File: config.mk
export PLATFORM = sky130hd
export DESIGN_NAME = tpc_ram
export DESIGN_NICKNAME = d
export VERILOG_FILES = /design/src/sv/tpc_ram.sv
export SDC_FILE = /design/constraint.sdc
export NUM_CORES = 1
export LEC_CHECK = 0
export BUFFER_PORTS_ARGS = -buffer_cell sky130_fd_sc_hd__buf_4
export CAP_MARGIN = 5
export CORE_UTILIZATION = 55
export CTS_CLUSTER_SIZE = 24
export DETAILED_ROUTE_END_ITERATION = 8
export GPL_TIMING_DRIVEN = 0
export PLACE_DENSITY_LB_ADDON = 0.3
export SLEW_MARGIN = 20
export SYNTH_ARGS = -nofsm -noshare
export SYNTH_HDL_FRONTEND = slang
export SYNTH_SLANG_ARGS = --single-unit
File: constraint.sdc
create_clock -name clk -period 1.9 [get_ports clk]
set_input_delay 0.095 -clock clk [delete_from_list [all_inputs] [get_ports clk]]
set_output_delay 0.095 -clock clk [all_outputs]
set_load 0.01 [all_outputs]
File: src/sv/tpc_ram.sv
// generic single write port, single read port ram with registered read
module tpc_ram #(
  parameter int WIDTH = 8,
  parameter int DEPTH = 16
) (
  input  logic                     clk,
  input  logic                     we,
  input  logic [$clog2(DEPTH)-1:0] waddr,
  input  logic [WIDTH-1:0]         wdata,
  input  logic                     re,
  input  logic [$clog2(DEPTH)-1:0] raddr,
  output logic [WIDTH-1:0]         rdata
);

  logic [WIDTH-1:0] mem [DEPTH];

  // write port
  always_ff @(posedge clk) begin
    if (we) begin
      mem[waddr] <= wdata;
    end
  end

  // registered read port
  always_ff @(posedge clk) begin
    if (re) begin
      rdata <= mem[raddr];
    end
  end

endmodule

After elaboration in Yosys (flattened, before gate mapping)
Memory sizes are Yosys's and may differ from the RTL's. A register that Yosys moved wholly into a read port is not among the register bits.
Cells that the tools add are included.
{ "totals": {"ramBits": 128, "mem_count": 1, "word_cells": 3, "in_bits": 19, "reg_bits": 0} }
{ "op_classes": {"muxes": 2} }
{ "mem_list": {"columns": ["name", "words", "width", "read_ports", "rd_clocked_by_memory_dff", "wr", "line", "source"], "rows": [
  ["mem", 16, 8, 1, 1, 1, "15", "logic [WIDTH-1:0] mem [DEPTH];"]
]} }
{ "op_table": {"columns": ["operator", "count"], "rows": [
  ["two-way mux 1 bit", 2]
]} }

Depth between registers and ports, before layout
Gate-level depths: netlist of the first run.
{ "logic_depth": {"depth_word": 2, "depth_mapped": 5} }

Worst setup path after synthesis of the first run
OpenSTA, ideal clock, no wires.
{ "synth_timing": {"path_type": "input to register", "from": "in waddr[2]", "to": "mem mem[0][0] (enable)", "setup_slack_ns": 0.312, "path_buffers": 0, "t_required_ns": 1.517, "setup_ns": 0.383, "stages": 2, "arrival_time_ns": 1.205, "cell_sequence": "or3b_2 -> nor3_1"} }
{ "synth_lines": {"columns": ["item", "line", "source"], "rows": [
  ["start: declaration", "8", "input logic [$clog2(DEPTH)-1:0] waddr,"],
  ["end: declaration", "15", null]
]} }
No word-level cell before the write port.

==> impl_metrics.tcl, run 1 <==
set metrics [dict create \
    remaining_drc_errors 0 \
    netlist_instances 229 \
    start_util_pct 56.6 \
    area.growth.synth_to_final_pct 19.8 \
    clock_skew_ns 0.00652 \
    wl_per_cell_um 23.4 \
    post-cts-setup-buffers 0 \
    antenna_found_initial 0 \
    synth.distinct_cells 18 \
    setup_ws_ns 0.374 \
    p_clk_share_pct 45.7 \
    required_ns 2.15 \
    ir_drop_uv 716 \
    min_period_ns 1.53 \
    cts_tree "yes" \
    cts_buffers 17 \
    synth.largest_area_cell "edfxtp_1" \
    rows 35 \
    multiInputGateArea_sq_um 1080 \
    via_per_inst 5.86 \
    synth_area_leaders "edfxtp_1 78%, mux4_2 7.8%, mux4_1 7.0%" \
    drt_pass1_iterations 4 \
    total_power_mw 6.91 \
    layout-drive-gt1-share_pct 29.9 \
    leakagePower_nw 2.09 \
    placed_cell_area_sq_um 5600 \
    period_share_pct 80.3 \
    yosys_warnings 0 \
    wl_um 9920 \
    clk_pin_slew_ns 0.06 \
    clock_sinks 136 \
    p_comb_share_pct 5.2 \
    htree_levels 4 \
    place_ws_ns 0.125 \
    worstPathMaxFanout 1 \
    die_area_sq_um 9900 \
    cts_resized 0 \
    drv_slew 0 \
    die_x_um 99.5 \
    cp-start-kind "flop" \
    syn-cell-area_sq_um 5230 \
    final_nets 301 \
    fill_cells 568 \
    grt_usage_pct 21.9 \
    worstSetupEndpointType "flop" \
    grt_max_degree 17 \
    grt_pass1_vias 2466 \
    cp.arrival_ns 1.78 \
    setup-violations-final 0 \
    p_sw_mw 1.39 \
    die_y_um 99.5 \
    cts_hold_buf 9 \
    diodes 0 \
    clock.fmax_mhz 655 \
    p_sw_share_pct 20.1 \
    drv_cap 0 \
    seq_area_frac_synth_pct 78.1 \
    power_density_nw_per_um2 1100 \
    core_sq_um 9240 \
    fin_area_sq_um 6260 \
    syn_area_per_cell_sq_um 22.8 \
    yosys.area.top_type_share_pct 78.1 \
    clock_path_buffers 2 \
    portBuffers 25 \
    hold_path_class "primary input to flop" \
    ant_nets 0 \
    drt_iter0_drc 247 \
    overflow 0 \
    status "finished, final reports clean" \
    routabilityCongestion 0.741 \
    vias 2478 \
    p_int_mw 5.52 \
    syn_nets 248 \
    cts_root_buffer "clkbuf_8" \
    worstSetupPathType "flop to flop" \
    regArea_sq_um 4080 \
    ios 27 \
    relSlewSlack_pct 43.9 \
    rsz0062_at_grt "no" \
    dp_hpwl_um 5830 \
    hold_viol 0 \
    p_seq_share_pct 49.2 \
    worstMarginPinSlew_ns 0.838 \
    worst_skew_pair.late_latency_ns 0.51 \
    ys_ff_latch 136 \
    grt_pass1_wl_um 14600 \
]
## layout by cell type (no fill, tap or decap), types with 3 or more instances in the layout
master,count
clkdlybuf4s25_2,3
mux4_2,18
clkbuf_16,16
buf_6,3
clkinvlp_4,5
nor3_2,4
mux4_1,14
a22oi_1,16
clkinv_2,4
buf_4,26
bufinv_16,3
dlygate4sd3_1,9
nor2_1,13
edfxtp_1,136
nand2_1,9
buf_2,3
## through the flow
step	instances	hold WS, ns	utilization (%)	setup TNS, ns
finish	423	0.0582	67.8	0
global route	423	0.0564	67.8	0
CTS	423	0.0468	67.8	0
detailed placement	383	0.377	60.6	0
global placement	383	0.374	60.4	-1.95
floorplan	229	0.194	-	0
## layer usage
metal	up-vias	global-route usage (%)	routed length, um
met1	1281	31.1	4390
met3	16	4.64	451
met2	96	33.8	4930
li1	1085	-	-
met4	0	8.71	147
met5	-	0	0
## logic make-up (layout without fill, tap and decap cells)
| kind of cell | after synthesis | after routing | share of synthesized area, % |
|---|---|---|---|
| DFF | 136 | 136 | 78.1 |
| buffers and inverters | 10 | 75 | 1.65 |
| AOI/OAI and AO/OA | 16 | 16 | 2.30 |
| and+or+nand+nor | 35 | 35 | 3.14 |
| muxes | 32 | 32 | 14.8 |
## layout make-up
type                       count  share of cell area, %
sequential                   136                   65.2
multi-input combinational     83                   17.2
clock buffer                  18                   6.67
timing repair buffer          34                   4.44
tap                          129                   2.58
clock inverter                13                   2.50
buffer                        10                   1.38
## power groups by stage
stage                     Combinational, mW  Sequential [mW]  Clock [mW]
final                                 0.357             3.40        3.16
after global routing                  0.378             3.40        3.30
after CTS                             0.358             3.40        3.17
after detailed placement              0.339             3.46           0
after global placement                0.329             3.45           0
after floorplan                       0.171             3.46           0
## final timing paths
path                                           start                   to  slack, ns  cells after the start
worst max register to register   mem[5][0]$_DFFE_PP_   rdata[0]$_DFFE_PP_       0.37                      3
worst max-delay path             mem[5][0]$_DFFE_PP_   rdata[0]$_DFFE_PP_       0.37                      3
worst min-delay path                        waddr[1]  mem[4][6]$_DFFE_PP_       0.06                      2
worst min register to register  mem[10][1]$_DFFE_PP_   rdata[1]$_DFFE_PP_       0.76                      3
## worst max-delay path: stages, from the launching register on
cell and delay (ns):
edfxtp_1 0.35, mux4_1 0.56, a22oi_1 0.25, nand2_1 0.11
## synth_stat cells
| master | instances |
|---|---|
| mux4_1 | 14 |
| buf_4 | 1 |
| nor3_1 | 4 |
| nand3b_1 | 2 |
| nand2_1 | 9 |
| nand3_1 | 1 |
| or3b_2 | 1 |
| clkdlybuf4s25_2 | 3 |
| mux4_2 | 18 |
| and2_1 | 1 |
| nor2_1 | 13 |
| nand2b_1 | 2 |
| a22oi_1 | 16 |
| and2b_1 | 1 |
| buf_6 | 3 |
| edfxtp_1 | 136 |
| buf_2 | 3 |
| nor2b_1 | 1 |
## sequential cells by signal (all words and copies together), names as in the netlist
name	flops
mem	128
rdata	8
(Power assumes the default switching activity.)
==> inputs of run 2 (changes only) <==
--- a/config.mk
+++ b/config.mk
@@ -7,7 +7,7 @@
 export LEC_CHECK = 0
 export BUFFER_PORTS_ARGS = -buffer_cell sky130_fd_sc_hd__buf_4
 export CAP_MARGIN = 5
-export CORE_UTILIZATION = 55
+export CORE_UTILIZATION = 54
 export CTS_CLUSTER_SIZE = 24
 export DETAILED_ROUTE_END_ITERATION = 8
 export GPL_TIMING_DRIVEN = 0
==> constraint.sdc (replaced) <==
create_clock -name clk -period 1.3 [get_ports clk]
set_input_delay 0.065 -clock clk [delete_from_list [all_inputs] [get_ports clk]]
set_output_delay 0.065 -clock clk [all_outputs]
set_load 0.01 [all_outputs]
==> run 2 against run 1 <==
  * The flow now finishes with violations (setup timing)
  * Via count decreased by 1.3%
  * Cell area decreased by 0.48%
  * Hold slack got worse by 0.030 ns
  * Count of clock-buffer cells in the layout down 1
  * Cell count did not move
  * Setup slack lost 0.54 ns
  * Routed wire length grew 1.0%
  * Critical path type unchanged
  * Largest power group unchanged
  * Highest routed layer unchanged
==> impl_metrics.tcl, run 2 (same netlist as run 1, synthesis figures left out) <==
set metrics [dict create \
    htree_levels 4 \
    via_per_inst 5.78 \
    leakagePower_nw 2.02 \
    worstPathMaxFanout 1 \
    hold_viol 0 \
    vias 2447 \
    largest_reg_flops 128 \
    portBuffers 25 \
    violations "setup timing" \
    post-cts-setup-buffers 0 \
    ir_drop_uv 791 \
    final_cell_mix "136 x edfxtp_1, 32 x mux4_2, 25 x buf_4" \
    antenna_found_initial 0 \
    routabilityCongestion 0.719 \
    cts_tree "yes" \
    rows 35 \
    die_area_sq_um 10100 \
    worstSetupEndpointType "flop" \
    worstSetupPathType "flop to flop" \
    worstMarginPinSlew_ns 0.806 \
    layout-drive-gt1-share_pct 38.8 \
    largest-register "mem" \
    final_nets 301 \
    grt_usage_pct 22.2 \
    worst_skew_pair.late_latency_ns 0.51 \
    finalSetupTns_ns -1.02 \
    place_inst 383 \
    relSlewSlack_pct 46.0 \
    start_util_pct 56.0 \
    top_regs "mem: 128 flops, rdata: 8 flops" \
    area.growth.synth_to_final_pct 19.2 \
    final_common_cell "edfxtp_1" \
    die_y_um 100 \
    clk_pin_slew_ns 0.06 \
    wl_um 10000 \
    dp_hpwl_um 5950 \
    setup_ws_ns -0.162 \
    drt_pass1_iterations 6 \
    cts_root_buffer "clkbuf_8" \
    wl_per_cell_um 23.7 \
    die_x_um 100 \
    drt_iter0_drc 272 \
    clock_path_buffers 2 \
    setup-violations-final 8 \
    fin_hold_ws_ns 0.0281 \
    grt_max_degree 17 \
    power_density_nw_per_um2 1560 \
    drv_cap 0 \
    period_share_pct 112 \
    hold_path_class "primary input to flop" \
    rsz0062_at_grt "yes" \
    remaining_drc_errors 0 \
    reg2reg_slack_ns -0.16 \
    min_period_ns 1.46 \
    drv_slew 0 \
    ios 27 \
    fin_cells 423 \
    clock_skew_ns 0.0176 \
    cp.arrival_ns 1.70 \
    status "finished with violations" \
    ant_nets 0 \
    cts_buffers 17 \
    core_sq_um 9330 \
    diodes 0 \
    clock_sinks 136 \
    grt_pass1_wl_um 15100 \
    overflow 0 \
    required_ns 1.54 \
    grt_pass1_vias 2457 \
    clock.fmax_mhz 684 \
    cp-start-kind "flop" \
]
-- run 2: cell types whose count changed in the layout (fill, tap and decap cells not counted) --
cell,previous run,this run
a22oi_1,16,4
a22oi_2,0,12
buf_4,26,25
buf_6,3,2
buf_8,0,2
bufinv_16,3,1
clkbuf_1,1,0
clkinv_1,0,1
clkinv_2,4,6
clkinv_4,1,2
clkinvlp_4,5,4
mux4_1,14,0
mux4_2,18,32
-- run 2: final timing paths --
path,from,to,cells past startpoint
max,mem[3][2]$_DFFE_PP_,rdata[2]$_DFFE_PP_,3
max reg2reg,mem[3][2]$_DFFE_PP_,rdata[2]$_DFFE_PP_,3
min,waddr[0],mem[12][0]$_DFFE_PP_,2
min reg2reg,mem[12][4]$_DFFE_PP_,rdata[4]$_DFFE_PP_,3
-- run 2: power by group --
part           switching [mW]  internal [mW]  leakage [nW]
Combinational           0.304          0.255         0.531
Clock                    1.68           2.49         0.252
Sequential             0.0255           4.94          1.24
Total                    2.01           7.69          2.02
-- run 2: layout make-up --
type	count	area (sq um)
sequential	136	4080
fill	582	3100
multi-input combinational	83	1080
clock buffer	17	414
timing repair buffer	34	278
tap	129	161
clock inverter	14	111
buffer	10	97.6
-- run 2: critical path, stage by stage (launching register included) --
cell and delay (ns):
edfxtp_1 0.37, mux4_2 0.50, a22oi_2 0.22, nand2_1 0.11
-- run 2: what timing repair did --
| action | 4_1_cts | 5_1_grt |
|---|---|---|
| endpoints found under the hold margin | 136 | 0 |
| pin swaps | 7 | 2 |
| endpoints found under the setup margin | 8 | 8 |
| resized for setup | 17 | 2 |
| hold buffers | 9 | 0 |
-- run 2: per-stage QoR --
step	setup WS, ns	area [sq um]	utilization [%]	total power, mW
4_1_cts	-0.133	6220	66.7	9.74
3_5_place_dp	-0.441	5580	59.8	5.56
2_1_floorplan	-0.0311	5220	-	5.32
6_report	-0.162	6230	66.8	9.69
3_3_place_gp	-0.522	5570	59.7	5.54
5_1_grt	-0.182	6230	66.8	9.99
-- run 2: per-layer routing --
| metal | track usage, % | part of all wire [%] | vias up |
|---|---|---|---|
| li1 | - | - | 1073 |
| met1 | 31.6 | 39 | 1239 |
| met2 | 33.9 | 51 | 126 |
| met3 | 5.85 | 8.8 | 9 |
| met4 | 7.25 | 1.4 | 0 |
| met5 | 0 | 0 | - |
