--- src/sv/tpc_pkg.sv ---
// shared constants, payload types and memory request types for the trie prefix counter
package tpc_pkg;

  localparam int NODE_COUNT = 65536;
  localparam int ALPHABET   = 26;
  localparam int LETTER_W   = 5;
  localparam int CNT_W      = 32;
  localparam int NODE_W     = $clog2(NODE_COUNT);
  localparam int FREE_W     = $clog2(NODE_COUNT + 1);
  localparam int SYM_W      = $clog2(ALPHABET);
  localparam int SLOT_DEPTH = NODE_COUNT * ALPHABET;
  localparam int SLOT_W     = $clog2(SLOT_DEPTH);

  // one input item
  typedef struct packed {
    logic                kind;
    logic [LETTER_W-1:0] letter;
    logic                last;
  } item_t;

  // one result item
  typedef struct packed {
    logic             was_query;
    logic [CNT_W-1:0] prefix_count;
    logic             status;
  } result_t;

  // node memory word: the slot that created the node, and its count
  typedef struct packed {
    logic [SLOT_W-1:0] parent;
    logic [CNT_W-1:0]  count;
  } node_word_t;

  typedef struct packed {
    logic              we;
    logic [SLOT_W-1:0] waddr;
    logic [NODE_W-1:0] wdata;
    logic              re;
    logic [SLOT_W-1:0] raddr;
  } child_req_t;

  typedef struct packed {
    logic              we;
    logic [NODE_W-1:0] waddr;
    node_word_t        wdata;
    logic              re;
    logic [NODE_W-1:0] raddr;
  } node_req_t;

  typedef struct packed {
    logic    valid;
    result_t data;
  } res_t;

endpackage

--- src/sv/tpc_walk.sv ---
// walk sequencer: child lookup, node check, allocation and count update
module tpc_walk (
  input  logic                clk,
  input  logic                rst,
  input  logic                item_valid,
  output logic                item_ready,
  input  tpc_pkg::item_t      item,
  input  logic                out_free,
  output tpc_pkg::res_t       res,
  output tpc_pkg::child_req_t child_req,
  input  logic [tpc_pkg::NODE_W-1:0] child_rdata,
  output tpc_pkg::node_req_t  node_req,
  input  tpc_pkg::node_word_t node_rdata
);
  import tpc_pkg::*;

  localparam logic [1:0] ST_IDLE  = 2'd0;
  localparam logic [1:0] ST_CHILD = 2'd1;
  localparam logic [1:0] ST_NODE  = 2'd2;
  localparam logic [1:0] ST_FIN   = 2'd3;

  logic [1:0]        state, state_next;
  logic              cur_kind, cur_kind_next;
  logic              cur_last, cur_last_next;
  logic [SLOT_W-1:0] slot, slot_next;
  logic [NODE_W-1:0] cand, cand_next;
  logic              cand_ok, cand_ok_next;
  logic [NODE_W-1:0] cursor, cursor_next;
  logic              path_missing, path_missing_next;
  logic              pool_exhausted, pool_exhausted_next;
  logic [FREE_W-1:0] next_free, next_free_next;
  logic [CNT_W-1:0]  hold_count, hold_count_next;

  logic              accept;
  logic              stopped;
  logic [SYM_W-1:0]  sym;
  logic [SLOT_W-1:0] in_slot;
  logic              hit;
  logic              pool_full;
  logic [CNT_W-1:0]  sat_count;
  logic [CNT_W-1:0]  walk_count;

  assign item_ready = (state == ST_IDLE);
  assign accept     = item_valid && item_ready;
  assign stopped    = path_missing || pool_exhausted;

  // clamp the letter and form the child table slot of the current node
  assign sym = (32'(item.letter) >= ALPHABET) ? SYM_W'(ALPHABET - 1) : SYM_W'(item.letter);
  assign in_slot = SLOT_W'(cursor) * SLOT_W'(ALPHABET) + SLOT_W'(sym);

  // the child is real only if its node was created from this very slot
  assign hit       = cand_ok && (node_rdata.parent == slot);
  assign pool_full = (next_free >= FREE_W'(NODE_COUNT));
  assign sat_count = (node_rdata.count == {CNT_W{1'b1}}) ? node_rdata.count
                                                         : node_rdata.count + 1'b1;

  // sequencer
  always_comb begin
    state_next          = state;
    cur_kind_next       = cur_kind;
    cur_last_next       = cur_last;
    slot_next           = slot;
    cand_next           = cand;
    cand_ok_next        = cand_ok;
    cursor_next         = cursor;
    path_missing_next   = path_missing;
    pool_exhausted_next = pool_exhausted;
    next_free_next      = next_free;
    hold_count_next     = hold_count;
    walk_count          = '0;

    res       = '0;
    child_req = '0;
    node_req  = '0;

    child_req.raddr = in_slot;
    node_req.raddr  = child_rdata;

    case (state)
      ST_IDLE: begin
        if (accept) begin
          cur_kind_next = item.kind;
          cur_last_next = item.last;
          slot_next     = in_slot;
          if (!stopped) begin
            child_req.re = 1'b1;
            state_next   = ST_CHILD;
          end else if (item.last) begin
            state_next = ST_FIN;
          end
        end
      end

      ST_CHILD: begin
        cand_next    = child_rdata;
        cand_ok_next = (child_rdata != '0) && ({1'b0, child_rdata} < next_free);
        node_req.re  = 1'b1;
        state_next   = ST_NODE;
      end

      ST_NODE: begin
        if (hit) begin
          cursor_next = cand;
          if (!cur_kind) begin
            node_req.we           = 1'b1;
            node_req.waddr        = cand;
            node_req.wdata.parent = slot;
            node_req.wdata.count  = sat_count;
          end else begin
            // a query that found its child reports that node's count
            walk_count = node_rdata.count;
          end
        end else if (cur_kind) begin
          path_missing_next = 1'b1;
        end else if (pool_full) begin
          pool_exhausted_next = 1'b1;
        end else begin
          // allocate a fresh node for this slot
          child_req.we          = 1'b1;
          child_req.waddr       = slot;
          child_req.wdata       = next_free[NODE_W-1:0];
          node_req.we           = 1'b1;
          node_req.waddr        = next_free[NODE_W-1:0];
          node_req.wdata.parent = slot;
          node_req.wdata.count  = CNT_W'(1);
          cursor_next           = next_free[NODE_W-1:0];
          next_free_next        = next_free + 1'b1;
        end

        hold_count_next = walk_count;
        if (!cur_last) begin
          state_next = ST_IDLE;
        end else if (out_free) begin
          res.valid             = 1'b1;
          res.data.was_query    = cur_kind;
          res.data.prefix_count = walk_count;
          res.data.status       = !cur_kind && pool_exhausted_next;
          cursor_next           = '0;
          path_missing_next     = 1'b0;
          pool_exhausted_next   = 1'b0;
          state_next            = ST_IDLE;
        end else begin
          state_next = ST_FIN;
        end
      end

      ST_FIN: begin
        if (out_free) begin
          res.valid             = 1'b1;
          res.data.was_query    = cur_kind;
          res.data.prefix_count = (cur_kind && !stopped) ? hold_count : '0;
          res.data.status       = !cur_kind && pool_exhausted;
          cursor_next           = '0;
          path_missing_next     = 1'b0;
          pool_exhausted_next   = 1'b0;
          state_next            = ST_IDLE;
        end
      end

      default: begin
        state_next = ST_IDLE;
      end
    endcase
  end

  // control state
  always_ff @(posedge clk) begin
    if (rst) begin
      state          <= ST_IDLE;
      cursor         <= '0;
      path_missing   <= 1'b0;
      pool_exhausted <= 1'b0;
      next_free      <= FREE_W'(1);
    end else begin
      state          <= state_next;
      cursor         <= cursor_next;
      path_missing   <= path_missing_next;
      pool_exhausted <= pool_exhausted_next;
      next_free      <= next_free_next;
    end
  end

  // per-item working registers
  always_ff @(posedge clk) begin
    cur_kind   <= cur_kind_next;
    cur_last   <= cur_last_next;
    slot       <= slot_next;
    cand       <= cand_next;
    cand_ok    <= cand_ok_next;
    hold_count <= hold_count_next;
  end

`ifndef SYNTHESIS
  // the free pointer never runs past the pool
  assert property (@(posedge clk) disable iff (rst) next_free <= FREE_W'(NODE_COUNT))
    else $error("free pointer beyond node pool");

  // the walk only ever sits on a node that has been handed out
  assert property (@(posedge clk) disable iff (rst) {1'b0, cursor} < next_free)
    else $error("cursor on unallocated node");

  // a walk stops for one reason only
  assert property (@(posedge clk) disable iff (rst) !(path_missing && pool_exhausted))
    else $error("both stop flags set");

  // every child table write hands out exactly one node
  assert property (@(posedge clk) disable iff (rst)
    child_req.we |=> next_free == $past(next_free) + 1'b1)
    else $error("allocation did not advance free pointer");

  // a result is only offered while the output register can take it
  assert property (@(posedge clk) disable iff (rst) res.valid |-> out_free)
    else $error("result offered to busy output");
`endif

endmodule

--- config.mk ---
export PLATFORM = sky130hd
export DESIGN_NAME = tpc_walk
export DESIGN_NICKNAME = d
export VERILOG_FILES = /design/src/sv/tpc_pkg.sv /design/src/sv/tpc_walk.sv
export SDC_FILE = /design/constraint.sdc
export NUM_CORES = 1
export LEC_CHECK = 0
export BUFFER_PORTS_ARGS = -buffer_cell sky130_fd_sc_hd__buf_2
export CAP_MARGIN = 15
export CORE_UTILIZATION = 58
export CTS_BUF_LIST = sky130_fd_sc_hd__clkbuf_4
export CTS_CLUSTER_DIAMETER = 40
export DETAILED_ROUTE_END_ITERATION = 8
export PLACE_DENSITY_LB_ADDON = 0.1
export SLEW_MARGIN = 10
export SYNTH_ARGS = -nofsm -noshare
export SYNTH_HDL_FRONTEND = slang
export SYNTH_SLANG_ARGS = --single-unit
export TNS_END_PERCENT = 10
--- constraint.sdc ---
create_clock -name clk -period 10.11 [get_ports clk]
set_input_delay 0 -clock clk [delete_from_list [all_inputs] [get_ports clk]]
set_output_delay 0 -clock clk [all_outputs]
set_load 0.03 [all_outputs]
; ---- Word level (Yosys, flattened, before mapping)
; Index checks and enable logic that the tools add are counted.
[totals]
regBits = 109
word_cells = 94
out_inout_bits = 183
input_bits = 80
[op_classes]
eq_ne = 8
n_addsub = 3
muxes = 49
order_cmp = 3
n_reduce_logical = 16
bitwise = 3
n_mul = 1
[ops]
columns = cell, n
row1 = $mux W70, 5
row2 = $mux W38, 4
row3 = $mux W32, 4
row4 = $mux W35, 3
row5 = $mux W16, 6
row6 = $pmux W35 S2, 1
row7 = $add A32 B1 Y32 const B, 1
row8 = $eq A32 B32 Y1 const B, 1
row9 = $pmux W16 S2, 1
row10 = $add A21 B5 Y21, 1
row11 = $eq A21 B21 Y1, 1
row12 = $mul A16 B4 Y20 const B, 1
row13 = $add A17 B1 Y17 const B, 1
row14 = $ge A17 B17 Y1 const B, 1
row15 = $lt A16 B17 Y1, 1
row16 = $reduce_bool A16 Y1, 1
row17 = $mux W1, 15
row18 = $mux W2, 6
row19 = $pmux W2 S4, 1
row20 = $logic_and A1 B1 Y1, 6
row21 = $ge A5 B5 Y1 const B, 1
row22 = $mux W5, 1
row23 = $eq A2 B2 Y1 const B, 2
row24 = $pmux W1 S2, 2
row25 = other kinds (12), 16

; ---- Depth between registers and ports, before layout
[depth]
word_depth = 9
depth_mapped = 14
mapped_depth_nobuf = 13

; ---- Least setup slack after synthesis
; No wires, ideal clock.
[synth_path]
path_type = register to register
from = reg cursor[5]
to = reg slot[19] (data pin)
stages_incl_launch_ff = 13
required_ns = 9.817
t_arrival_ns = 3.620
path_slack_ns = 6.197
synth_period_minus_slack_ns = 3.913
path_cell_list = dfxtp_1 > ha_1 > inv_1 > fa_1 > inv_1 > ha_1 > a2111oi_2 > a21oi_1 > xor2_1 > nor3b_2 > nand4_2 > nor4_2 > xor2_1
[synth_rtl]
columns = element, line_no
row1 = start: declaration, tpc_walk.sv:28  ; logic [NODE_W-1:0] cursor, cursor_next;
row2 = start signal: assignment, tpc_walk.sv:176  ; cursor <= cursor_next;
row3 = end signal: assignment, tpc_walk.sv:187  ; slot <= slot_next;
row4 = end: declaration, tpc_walk.sv:25  ; logic [SLOT_W-1:0] slot, slot_next;

==> flow_metrics.py <==
metrics = {
    "route": {
        "vias_per_cell": 5.772,
        "ant_nets": 0,
        "firstDrtPassIters": 7,
        "drc": 46,
        "wl_mm": 25.55,
        "vias": 8543,
        "wl_per_cell_um": 17.26,
        "drtIter0Drc": 760,
    },
    "clock_tree": {
        "clk_path_buf_depth": 2,
        "postCtsHoldBufs": 55,
        "cts_setup_buffers": 0,
        "path_clk_slew_ns": 0.16,
        "cts_tree": "yes",
        "clock-sinks": 109,
        "clk_latency_ns": 0.48,
        "htreeDepth": 3,
        "cts_resized": 0,
        "ctsRootBufferMaster": "clkbuf_4",
        "numCtsBuffers": 9,
    },
    "timing": {
        "fin_tns_setup_ns": 0,
        "slew_headroom": 0.3124,
        "drv_slew": 0,
        "timing.final.crit_share": 0.4329,
        "rsz0062_at_grt": "no",
        "post-route-min-period_ns": 4.376,
        "setup_ws_ns": 5.734,
        "clock_skew_ns": 0.02854,
        "hold_viol": 0,
        "tightest_slew_ns": 1.029,
        "finalSetupViolations": 0,
        "fmax_ghz": 0.2285,
    },
    "finish": {
        "fillers": 1158,
        "final_common_cell": "buf_2",
        "area_delta_synth_final_pct": 22.56,
        "layout-drive-gt1-share": 0.2409,
        "fin_util": 0.7339,
        "final_cell_mix": "buf_2, inv_1, nand2_1, nor2_1, edfxtp_1",
        "fin_nets": 1441,
    },
    "die": {
        "core_mm2": 0.01464,
        "rows": 44,
        "dieWidth_um": 125.0,
        "die_area_mm2": 0.01562,
        "start_util": 0.5989,
        "ios": 263,
        "die_h_um": 125.0,
    },
    "synth": {
        "synth_top_area_cell": "edfxtp_1",
        "ys_ff_latch": 109,
        "yosys_warnings": 0,
        "syn_area_mm2": 0.008770,
        "synth.top_cell.area_share": 0.2465,
        "synthMuxAreaShare": 0.001284,
        "synth.avg_cell_area_um2": 8.615,
        "synth-edff-count": 72,
        "synth_top_family_by_area": "simple AND/OR/NAND/NOR gates",
        "synth-simple-area-share": 0.2552,
        "synthCells": 1018,
        "synth-compound-area-share": 0.1345,
        "synth_area_leaders": "edfxtp_1, dfxtp_1, ha_1",
        "seq_area_frac_synth": 0.3310,
        "synthDistinctLibCells": 66,
        "syn_nets": 1169,
        "synthFlopType": "edfxtp_1",
        "synth_fa_ha_area_frac": 0.1133,
        "synthXorXnorAreaFrac": 0.09188,
        "synthArstFlopShare": 0,
    },
    "setup_path": {
        "crit_path_top_delay_cell": "fa_1",
        "path_cells": "ha_1 > fa_1 > inv_1 > fa_1 > nor2b_1 > o31ai_2 > a21oi_1 > xor2_1 > nor3b_2 > nand4_2 > nor4_2 > xor2_1 > buf_2",
        "cp_top_family": "adder cells",
        "crit_buf_inv": 2,
        "critPathRequiredTime_ns": 10.11,
        "path_max_fanout": 5,
        "crit_type": "reg2out",
        "crit_arrival_ns": 4.38,
        "endpoint_kind": "primary output",
        "cp-start-kind": "flip-flop",
        "slowest_delay_ns": 0.54,
        "worstRegToRegCells": 11,
        "worstSetupPathDepth": 13,
    },
    "pwr": {
        "power_switching_uw": 263.1,
        "sw_frac_of_total": 0.3024,
        "power_frac_comb": 0.184,
        "power_frac_clock": 0.238,
        "ir_worst_vdd_mv": 0.06796,
        "p_seq_frac": 0.578,
        "p_per_area_mw_per_mm2": 80.95,
        "power_uw": 870.0,
        "p_leak_nw": 4.964,
        "p_int_uw": 606.9,
    },
    "placed_design": {
        "port_buffers": 262,
        "dp_worst_setup_slack_ns": 6.237,
        "hpwl_mm": 19.14,
        "place_congestion": 0.9046,
    },
    "global_route": {
        "grt_antenna_before_repair": 2,
        "track_usage": 0.3255,
        "met3_usage": 0.04151,
        "grt.met2_usage": 0.5537,
        "grt_pass1_wl_mm": 40.65,
        "grt_util_met1": 0.4146,
        "grt_overflow": 0,
        "grt_pass1_vias": 7987,
        "grt.busiest_layer": "met2",
        "grt_max_degree": 53,
    },
    "flow_run": {
        "drv_cap": 0,
    },
    "worst_hold_path": {
        "hold_path_class": "in2reg",
        "holdPathStages": 3,
    },
    "status": {
        "violations": "design-rule violations",
        "status": "finished, violations left",
    },
}
## power by group through the flow
stage	Clock, mW	Combinational (mW)	Sequential, mW
after CTS	0.210	0.157	0.503
after floorplan	0	0.0885	0.508
after global placement	0	0.138	0.512
after detailed placement	0	0.140	0.513
final	0.207	0.160	0.503
after global routing	0.225	0.172	0.505
## tightest hold or removal path, stage by stage
cell,delay [ns]
buf_2,0.12
nor2_1,0.09
o21bai_1,0.13
## stage by stage
step	instances	hold WS (ns)	area [um2]
after detailed placement	1407	0.1782	10070
after floorplan	1018	0.09887	8770
after CTS	1478	0.01858	10740
final	1480	0.04088	10750
after global placement	1407	0.1783	10070
after global routing	1480	0.01289	10750
## cells by family after synthesis
group | Yosys count
compound gates | 171
xor+xnor | 92
fa+ha+maj | 71
buf+inv | 152
flops | 109
mux | 1
simple gates | 422
## sequential cells by signal, indices dropped and copies added (netlist names)
register,flops
cand_ok,1
cand,16
path_missing,1
next_free,17
pool_exhausted,1
cur_kind,1
cursor,16
slot,21
cur_last,1
hold_count,32
state,2
## layout make-up
class,instances,area (um2),share of cell area
Antenna cell,1,2.502,0.0002328
Multi-Input combinational cell,757,5236,0.4872
Tap cell,184,230.2,0.02142
Timing Repair Buffer,326,1929,0.1795
Inverter,87,326.6,0.03038
Sequential cell,109,2903,0.2701
Clock inverter,6,45.04,0.004191
Clock buffer,10,75.07,0.006985
## layer usage
metal / share of wire / wire [um] / up-vias
li1: - / - / 4094
met5: 0.00051 / 13 / -
met2: 0.48 / 12200 / 367
met4: 0.040 / 1027 / 2
met3: 0.065 / 1671 / 65
met1: 0.42 / 10640 / 4015
## synthesized netlist by cell type (all sizes together), types with 12 or more instances
| cell type | count |
|---|---|
| xor2 | 31 |
| ha | 57 |
| o211ai | 29 |
| nand3 | 50 |
| o21ai | 12 |
| and2 | 61 |
| nand4 | 27 |
| fa | 14 |
| nand2 | 87 |
| inv | 87 |
| dfxtp | 37 |
| a22o | 32 |
| edfxtp | 72 |
| nor3 | 23 |
| xnor2 | 61 |
| a21oi | 60 |
| nor4 | 16 |
| and3 | 32 |
| a21o | 14 |
| nor2 | 90 |
| buf | 24 |
| clkbuf | 41 |
## path summary, 6_finish.rpt
kind	from	to	slack (ns)
worst max-delay path	cursor[1]	child_req[19]	5.73
worst min-delay path	item[3]	slot[0]	0.04
worst max register to register	slot[6]	next_free[14]	6.18
worst min register to register	cursor[5]	cursor[5]	0.51
No activity file was read; power rests on OpenSTA's default activity.
